## src/design/wwmc_pkg.sv

```systemverilog
// ----------------------------------------------------------------------------
// wwmc_pkg
// Shared types, constants and the byte compare for the whole-word match counter.
// ----------------------------------------------------------------------------
package wwmc_pkg;

    localparam int MAX_WORD_DEF      = 32;
    localparam int POSITION_BITS_DEF = 20;
    localparam int FIELD_BITS        = 20;
    localparam int PLEN_BITS         = 6;

    localparam logic [FIELD_BITS-1:0] COUNT_MAX  = {FIELD_BITS{1'b1}};
    localparam logic [7:0]            SPACE_CHAR = 8'd32;
    localparam logic [7:0]            FOLD_STEP  = 8'd32;
    localparam logic [PLEN_BITS-1:0]  PLEN_RESET = 6'd1;

    // register index of pattern_length
    localparam logic REG_PATTERN_LENGTH = 1'b0;

    typedef enum logic [1:0] {
        ACT_LOAD = 2'd0,
        ACT_TEXT = 2'd1,
        ACT_END  = 2'd2
    } action_t;

    // item handed from the read stage to the scan stage
    typedef struct packed {
        logic       is_text;
        logic       is_end;
        logic       first_byte;
        logic       force_miss;
        logic       len_ok;
        logic [7:0] char_code;
    } scan_item_t;

    // equal when the bytes differ by 0, 32 or -32
    function automatic logic bytes_alike(input logic [7:0] a, input logic [7:0] b);
        logic [8:0] ax;
        logic [8:0] bx;
        begin
            ax = {1'b0, a};
            bx = {1'b0, b};
            bytes_alike = (ax == bx) || (ax == bx + {1'b0, FOLD_STEP})
                          || (bx == ax + {1'b0, FOLD_STEP});
        end
    endfunction

endpackage

```

## src/design/wwmc_pattern_mem.sv

```systemverilog
// ----------------------------------------------------------------------------
// wwmc_pattern_mem
// Pattern byte store: one write port, one read port with registered data.
// ----------------------------------------------------------------------------
module wwmc_pattern_mem #(
    parameter int DEPTH = 32,
    parameter int AW    = 5
) (
    input  logic          clk,
    input  logic          wr_en,
    input  logic [AW-1:0] wr_addr,
    input  logic [7:0]    wr_data,
    input  logic          rd_en,
    input  logic [AW-1:0] rd_addr,
    output logic [7:0]    rd_data
);

    logic [7:0] mem [DEPTH];
    logic [7:0] rd_data_reg;

    always_ff @(posedge clk)
    begin
        if (wr_en)
        begin
            mem[wr_addr] <= wr_data;
        end
    end

    always_ff @(posedge clk)
    begin
        if (rd_en)
        begin
            rd_data_reg <= mem[rd_addr];
        end
    end

    assign rd_data = rd_data_reg;

endmodule

```

## src/design/wwmc_scan.sv

```systemverilog
// ----------------------------------------------------------------------------
// wwmc_scan
// Scan stage: compares against the stored byte, closes words, counts hits and
// holds the result in an output register.
// ----------------------------------------------------------------------------
module wwmc_scan
    import wwmc_pkg::*;
#(
    parameter int POSITION_BITS = POSITION_BITS_DEF
) (
    input  logic                  clk,
    input  logic                  rst_n,
    input  logic                  item_valid,
    input  scan_item_t            item,
    input  logic [7:0]            pattern_byte,
    output logic                  hold,
    output logic                  out_valid,
    input  logic                  out_ready,
    output logic                  found,
    output logic [FIELD_BITS-1:0] match_total,
    output logic [FIELD_BITS-1:0] first_start
);

    logic [POSITION_BITS-1:0] text_pos_reg,    text_pos_next;
    logic [POSITION_BITS-1:0] word_begin_reg,  word_begin_next;
    logic [POSITION_BITS-1:0] first_hit_reg,   first_hit_next;
    logic [FIELD_BITS-1:0]    hit_count_reg,   hit_count_next;
    logic                     still_reg,       still_next;
    logic                     any_hit_reg,     any_hit_next;
    logic                     out_valid_reg,   out_valid_next;
    logic                     found_reg,       found_next;
    logic [FIELD_BITS-1:0]    total_reg,       total_next;
    logic [FIELD_BITS-1:0]    start_reg,       start_next;

    logic                     advance;
    logic                     hit;
    logic [FIELD_BITS-1:0]    count_closed;
    logic                     any_closed;
    logic [POSITION_BITS-1:0] first_closed;

    assign hold    = out_valid_reg && !out_ready && item.is_end;
    assign advance = item_valid && !hold;

    always_comb
    begin
        hit          = still_reg && item.len_ok;
        count_closed = hit_count_reg;
        any_closed   = any_hit_reg;
        first_closed = first_hit_reg;
        if (hit)
        begin
            if (hit_count_reg != COUNT_MAX)
            begin
                count_closed = hit_count_reg + 1'b1;
            end
            if (!any_hit_reg)
            begin
                any_closed   = 1'b1;
                first_closed = word_begin_reg;
            end
        end

        text_pos_next   = text_pos_reg;
        word_begin_next = word_begin_reg;
        first_hit_next  = first_hit_reg;
        hit_count_next  = hit_count_reg;
        still_next      = still_reg;
        any_hit_next    = any_hit_reg;
        out_valid_next  = out_valid_reg && !out_ready;
        found_next      = found_reg;
        total_next      = total_reg;
        start_next      = start_reg;

        if (advance && item.is_text)
        begin
            text_pos_next = text_pos_reg + 1'b1;
            if (item.char_code == SPACE_CHAR)
            begin
                hit_count_next = count_closed;
                any_hit_next   = any_closed;
                first_hit_next = first_closed;
                still_next     = 1'b1;
            end
            else
            begin
                if (item.first_byte)
                begin
                    word_begin_next = text_pos_reg;
                end
                still_next = still_reg && !item.force_miss
                             && bytes_alike(pattern_byte, item.char_code);
            end
        end
        else if (advance && item.is_end)
        begin
            out_valid_next  = 1'b1;
            found_next      = any_closed;
            total_next      = count_closed;
            start_next      = any_closed ? FIELD_BITS'(first_closed) : '0;
            // clear the scan state for the next text
            text_pos_next   = '0;
            word_begin_next = '0;
            first_hit_next  = '0;
            hit_count_next  = '0;
            still_next      = 1'b1;
            any_hit_next    = 1'b0;
        end
    end

    always_ff @(posedge clk or negedge rst_n)
    begin
        if (!rst_n)
        begin
            text_pos_reg   <= '0;
            word_begin_reg <= '0;
            first_hit_reg  <= '0;
            hit_count_reg  <= '0;
            still_reg      <= 1'b1;
            any_hit_reg    <= 1'b0;
            out_valid_reg  <= 1'b0;
        end
        else
        begin
            text_pos_reg   <= text_pos_next;
            word_begin_reg <= word_begin_next;
            first_hit_reg  <= first_hit_next;
            hit_count_reg  <= hit_count_next;
            still_reg      <= still_next;
            any_hit_reg    <= any_hit_next;
            out_valid_reg  <= out_valid_next;
        end
    end

    always_ff @(posedge clk)
    begin
        found_reg <= found_next;
        total_reg <= total_next;
        start_reg <= start_next;
    end

    assign out_valid   = out_valid_reg;
    assign found       = found_reg;
    assign match_total = total_reg;
    assign first_start = start_reg;

endmodule

```

## src/design/whole_word_match_counter.sv

```systemverilog
// ----------------------------------------------------------------------------
// whole_word_match_counter
// Counts whole-word, loosely case-folded matches of a stored pattern word in a
// byte stream and reports the start of the first match.
// ----------------------------------------------------------------------------
// The block takes one item per clock cycle. A text byte reads the pattern
// store at the current word length as it is accepted; the next cycle compares
// the registered store byte and updates the match state, so the scan runs two
// stages deep with no bubbles. An end item passes the stage register and, once
// no older result waits, the output register; input is held back only while
// an end item waits behind a result not yet taken. pattern_length is at
// byte address 0 of the configuration port. The pattern store has no reset.
// ----------------------------------------------------------------------------
module whole_word_match_counter
    import wwmc_pkg::*;
#(
    parameter int MAX_WORD      = MAX_WORD_DEF,
    parameter int POSITION_BITS = POSITION_BITS_DEF
) (
    input  logic                  clk,
    input  logic                  rst_n,
    input  logic                  psel,
    input  logic                  penable,
    input  logic                  pwrite,
    input  logic [2:0]            paddr,
    input  logic [31:0]           pwdata,
    output logic [31:0]           prdata,
    output logic                  pready,
    input  logic                  in_valid,
    output logic                  in_ready,
    input  logic [1:0]            action,
    input  logic [4:0]            pattern_slot,
    input  logic [7:0]            char_code,
    output logic                  out_valid,
    input  logic                  out_ready,
    output logic                  found,
    output logic [FIELD_BITS-1:0] match_total,
    output logic [FIELD_BITS-1:0] first_start
);

    localparam int WLW = $clog2(MAX_WORD + 1);
    localparam int AW  = (MAX_WORD > 1) ? $clog2(MAX_WORD) : 1;

    logic [PLEN_BITS-1:0] plen_reg,     plen_next;
    logic [WLW-1:0]       wl_reg,       wl_next;
    logic                 s1_valid_reg, s1_valid_next;
    scan_item_t           s1_item_reg,  s1_item_next;

    logic       cfg_write;
    logic       accept;
    logic       is_load;
    logic       is_text;
    logic       is_end;
    logic       is_space;
    logic       mem_wr_en;
    logic [7:0] mem_rd_data;
    logic       scan_hold;

    assign pready    = 1'b1;
    assign cfg_write = psel && penable && pwrite && (paddr[2] == REG_PATTERN_LENGTH);
    assign prdata    = (paddr[2] == REG_PATTERN_LENGTH) ? 32'(plen_reg) : '0;
    assign plen_next = cfg_write ? pwdata[PLEN_BITS-1:0] : plen_reg;

    assign in_ready = !(s1_valid_reg && scan_hold);
    assign accept   = in_valid && in_ready;
    assign is_load  = (action == ACT_LOAD);
    assign is_text  = (action == ACT_TEXT);
    assign is_end   = (action == ACT_END);
    assign is_space = (char_code == SPACE_CHAR);

    assign mem_wr_en = accept && is_load && (32'(pattern_slot) < MAX_WORD);

    always_comb
    begin
        wl_next = wl_reg;
        if (accept && is_text)
        begin
            if (is_space)
            begin
                wl_next = '0;
            end
            else if (32'(wl_reg) < MAX_WORD)
            begin
                wl_next = wl_reg + 1'b1;
            end
        end
        else if (accept && is_end)
        begin
            wl_next = '0;
        end

        s1_item_next.is_text    = is_text;
        s1_item_next.is_end     = is_end;
        s1_item_next.first_byte = (wl_reg == '0);
        s1_item_next.force_miss = (32'(wl_reg) >= MAX_WORD)
                                  || (32'(wl_reg) >= 32'(plen_reg));
        s1_item_next.len_ok     = (wl_reg != '0) && (32'(wl_reg) == 32'(plen_reg))
                                  && (32'(plen_reg) <= MAX_WORD);
        s1_item_next.char_code  = char_code;

        // loads and unused codes finish here
        if (accept)
        begin
            s1_valid_next = is_text || is_end;
        end
        else if (!scan_hold)
        begin
            s1_valid_next = 1'b0;
        end
        else
        begin
            s1_valid_next = s1_valid_reg;
        end
    end

    always_ff @(posedge clk or negedge rst_n)
    begin
        if (!rst_n)
        begin
            plen_reg     <= PLEN_RESET;
            wl_reg       <= '0;
            s1_valid_reg <= 1'b0;
        end
        else
        begin
            plen_reg     <= plen_next;
            wl_reg       <= wl_next;
            s1_valid_reg <= s1_valid_next;
        end
    end

    always_ff @(posedge clk)
    begin
        if (accept)
        begin
            s1_item_reg <= s1_item_next;
        end
    end

    wwmc_pattern_mem #(
        .DEPTH (MAX_WORD),
        .AW    (AW)
    ) u_mem (
        .clk     (clk),
        .wr_en   (mem_wr_en),
        .wr_addr (AW'(pattern_slot)),
        .wr_data (char_code),
        .rd_en   (accept && is_text),
        .rd_addr (AW'(wl_reg)),
        .rd_data (mem_rd_data)
    );

    wwmc_scan #(
        .POSITION_BITS (POSITION_BITS)
    ) u_scan (
        .clk          (clk),
        .rst_n        (rst_n),
        .item_valid   (s1_valid_reg),
        .item         (s1_item_reg),
        .pattern_byte (mem_rd_data),
        .hold         (scan_hold),
        .out_valid    (out_valid),
        .out_ready    (out_ready),
        .found        (found),
        .match_total  (match_total),
        .first_start  (first_start)
    );

endmodule
```

## config.mk

```make
export PLATFORM = sky130hd
export DESIGN_NAME = whole_word_match_counter
export DESIGN_NICKNAME = d
export VERILOG_FILES = /design/src/design/wwmc_pkg.sv /design/src/design/wwmc_pattern_mem.sv /design/src/design/wwmc_scan.sv /design/src/design/whole_word_match_counter.sv
export SDC_FILE = /design/constraint.sdc
export NUM_CORES = 1
export LEC_CHECK = 0
export ABC_AREA = 1
export ABC_CLOCK_PERIOD_IN_PS = 5000
export BUFFER_PORTS_ARGS = -buffer_cell sky130_fd_sc_hd__buf_2
export CORE_ASPECT_RATIO = 1.4
export CORE_MARGIN = 10
export CORE_UTILIZATION = 54
export DETAILED_ROUTE_END_ITERATION = 8
export PLACE_DENSITY = 0.72
export SYNTH_ARGS = -nofsm -noshare
export SYNTH_HDL_FRONTEND = slang
export SYNTH_SLANG_ARGS = --single-unit
```

## constraint.sdc

```tcl
create_clock -name clk -period 5 [get_ports clk]
set_clock_uncertainty 0.2 [all_clocks]
set_input_delay 1 -clock clk [delete_from_list [all_inputs] [get_ports clk]]
set_output_delay 1 -clock clk [all_outputs]
set_load 0.005 [all_outputs]
```

==> flow_summary.ini <==
[placed_design]
hpwl_um = 25930
gp_congestion = 0.9208
io_buffers = 77

[layout]
finalCoreUtilization_pct = 60.02
fillers = 2716
seq_area_sq_um = 11960
multiInputGateArea_sq_um = 5260
diodes = 0
syn_to_final_growth_pct = 9.708
top_register = u_mem.mem
largest_reg_flops = 256
drive_gt1_share_pct = 10.61
num-nets-final = 1843

[floorplan]
die-area_sq_um = 41600
fp.dieW_um = 175.3
io-pin-count = 133
die_height_um = 237.4
initial_utilization_pct = 54.71
fp-row-count = 79
core-area_sq_um = 33310

[status]
outcome = finished, final reports clean

[synth]
yosys.area.top_type = edfxtp_1
synth.distinct_cells = 46
ys_ff_latch = 414
syn-cell-area_sq_um = 18220
syn_inst = 1714
ys_top_cells_by_count = nand2_1, edfxtp_1, nor2_1
yosysSeqAreaShare_pct = 65.59
synthFlopType = edfxtp_1
synth_area_per_cell_sq_um = 10.63
async_flop_share_pct = 23.19
yosys_warnings = 0
synth_top_area_share_pct = 52.40
synth_edf_count = 318
synth.most_common_cell = nand2_1
synth_area_leaders = edfxtp_1, dfrtp_1, nand2_1

[global_route]
top_usage_layer = met2
grt_max_degree = 82
antenna_found_initial = 0
overflow = 0
grt_pass1_wl_um = 62810
use_met2_pct = 34.15
use_met3_pct = 3.506
first_global_vias = 12090
grt_use_total_pct = 18.70
grt.met1_usage_pct = 20.77

[setup_path]
critPathMostFrequentCell = nand3_1
crit_buf_inv = 0
crit_chain = nand2_1, o21ai_0, nand3b_1, nand3_1, nand3_1, nand3_1
max_stage_delay_ps = 970
worstPathRequired_ps = 5090
path_class = register to register
crit_start = wl_reg[1]
path_max_fanout = 32
critPathTopFamily = simple AND/OR/NAND/NOR gates
startpoint_type = register
critPathCaptureType = register
crit_slowest_cell = nand2_1
worstPathArrival_ps = 3440
r2r-start = wl_reg[1]

[pwr]
leakage_nw = 7.812
vdd_drop_max_mv = 0.3314
p_per_area_nw_per_um2 = 380.6

[drt]
viasPerCell = 5.483
routedWlPerCell_um = 17.81
dr_total_vias = 12310
firstDrtPassIters = 5
wl_um = 39990
drc_errors = 0
drt_iter0_drc = 1083
ant_nets = 0

[clocking]
cts_hold_buf = 0
clkSinkCount = 414
cts-htree-levels = 2
numCtsBuffers = 39
clock_path_buffers = 3
cts.clk_slew.worst_paths_ps = 60
cts_tree = built
postCtsSetupRepairBufs = 0
postCtsResizedCells = 0
cts_root_buf = clkbuf_16
clk_latency_ps = 530

[sta]
setup-violations-final = 0
hold_violations = 0
period_needed_ps = 3353
slew_viol_final = 0
fin_hold_ws_ps = 278.5
fmax_ghz = 0.2982
grt_setup_unrepaired = no
fin_crit_sh_pct = 67.07
worst_slew_pin_slew_ps = 1204
slew_headroom_pct = 19.56
setup_tns_ps = 0

[worst_hold_path]
min_from = u_scan.word_begin_reg[19]
hp-class = register to register

[flow_run]
max-cap-violations = 0
## final timing paths
| check | end | slack, ps | cells after the start |
|---|---|---|---|
| min reg2reg | u_scan.word_begin_reg[19] | 280 | 2 |
| min | u_scan.word_begin_reg[19] | 280 | 2 |
| max reg2reg | u_mem.rd_data[5] | 1650 | 6 |
| min in group asynchronous | u_scan.first_hit_reg[14] | 400 | 1 |
| max in group asynchronous | u_scan.still_reg | 3240 | 2 |
| max | u_mem.rd_data[5] | 1650 | 6 |
## cells in the final DEF, fill, tap and decap left out, drive strengths merged
cell type | Yosys | final
o22ai | 37 | 37
buf | 75 | 91
clkinv | 1 | 18
conb | 2 | 27
nor3 | 16 | 16
a21oi | 46 | 46
nor3b | 1 | 1
xnor2 | 4 | 4
inv | 139 | 140
a31oi | 1 | 1
xor2 | 11 | 11
or2 | 20 | 20
nand2 | 336 | 336
nand4 | 26 | 26
nand3 | 102 | 102
clkbuf | 25 | 50
o221ai | 14 | 14
dfstp | 2 | 2
o21ai | 182 | 182
nor2 | 211 | 211
a2111oi | 1 | 1
dfrtp | 94 | 94
a22oi | 2 | 2
ha | 15 | 15
edfxtp | 318 | 318
and2 | 4 | 4
nand3b | 16 | 16
o211ai | 12 | 12
a22o | 1 | 1
bufinv | 0 | 2
## report_power, final
group	internal, mW	switching [mW]
registers	3.81	0.0767
clock network	1.59	1.22
logic	0.282	0.631
total	5.68	1.93
## cell families (layout without fill, tap and decap cells)
logic type               after synthesis  after routing  synth area share [%]
adder cells (fa/ha/maj)               15             15                 1.030
AND/OR/NAND/NOR                      732            732                 17.57
buffers and inverters                240            301                 6.089
XOR/XNOR                              15             15                0.7208
other                                  2             27               0.04121
AO/OA/AOI/OAI                        296            296                 8.959
flip-flops                           414            414                 65.59
## metrics by stage
stage          total power, mW  instances  worst slack [ps]  cell area (sq um)
2_1_floorplan            4.572       1739              1550              18320
3_3_place_gp             4.828       2175              1383              18790
3_5_place_dp             4.860       2175              1269              18790
4_1_cts                  7.664       2245              1695              19990
5_1_grt                  7.937       2245              1436              19990
6_report                 7.610       2245              1647              19990
## metal layers
metal,up-vias,part of all wire [%]
met5,-,0
met4,0,3.7
met3,85,6.2
met2,366,52
met1,5883,38
li1,5975,-
## final cells by class
class | instances | area share (%)
multi-input combinational | 1085 | 26.31
sequential | 414 | 59.81
clock inverter | 20 | 0.7635
timing repair buffer | 91 | 2.466
inverter | 140 | 2.628
tap | 445 | 2.785
clock buffer | 50 | 5.244
## worst min-delay path, delay by kind of cell (launching register included)
kind	cells	cell delay, ps
simple gates	1	50
flops	1	340
compound gates	1	50
(Power assumes the default switching activity.)
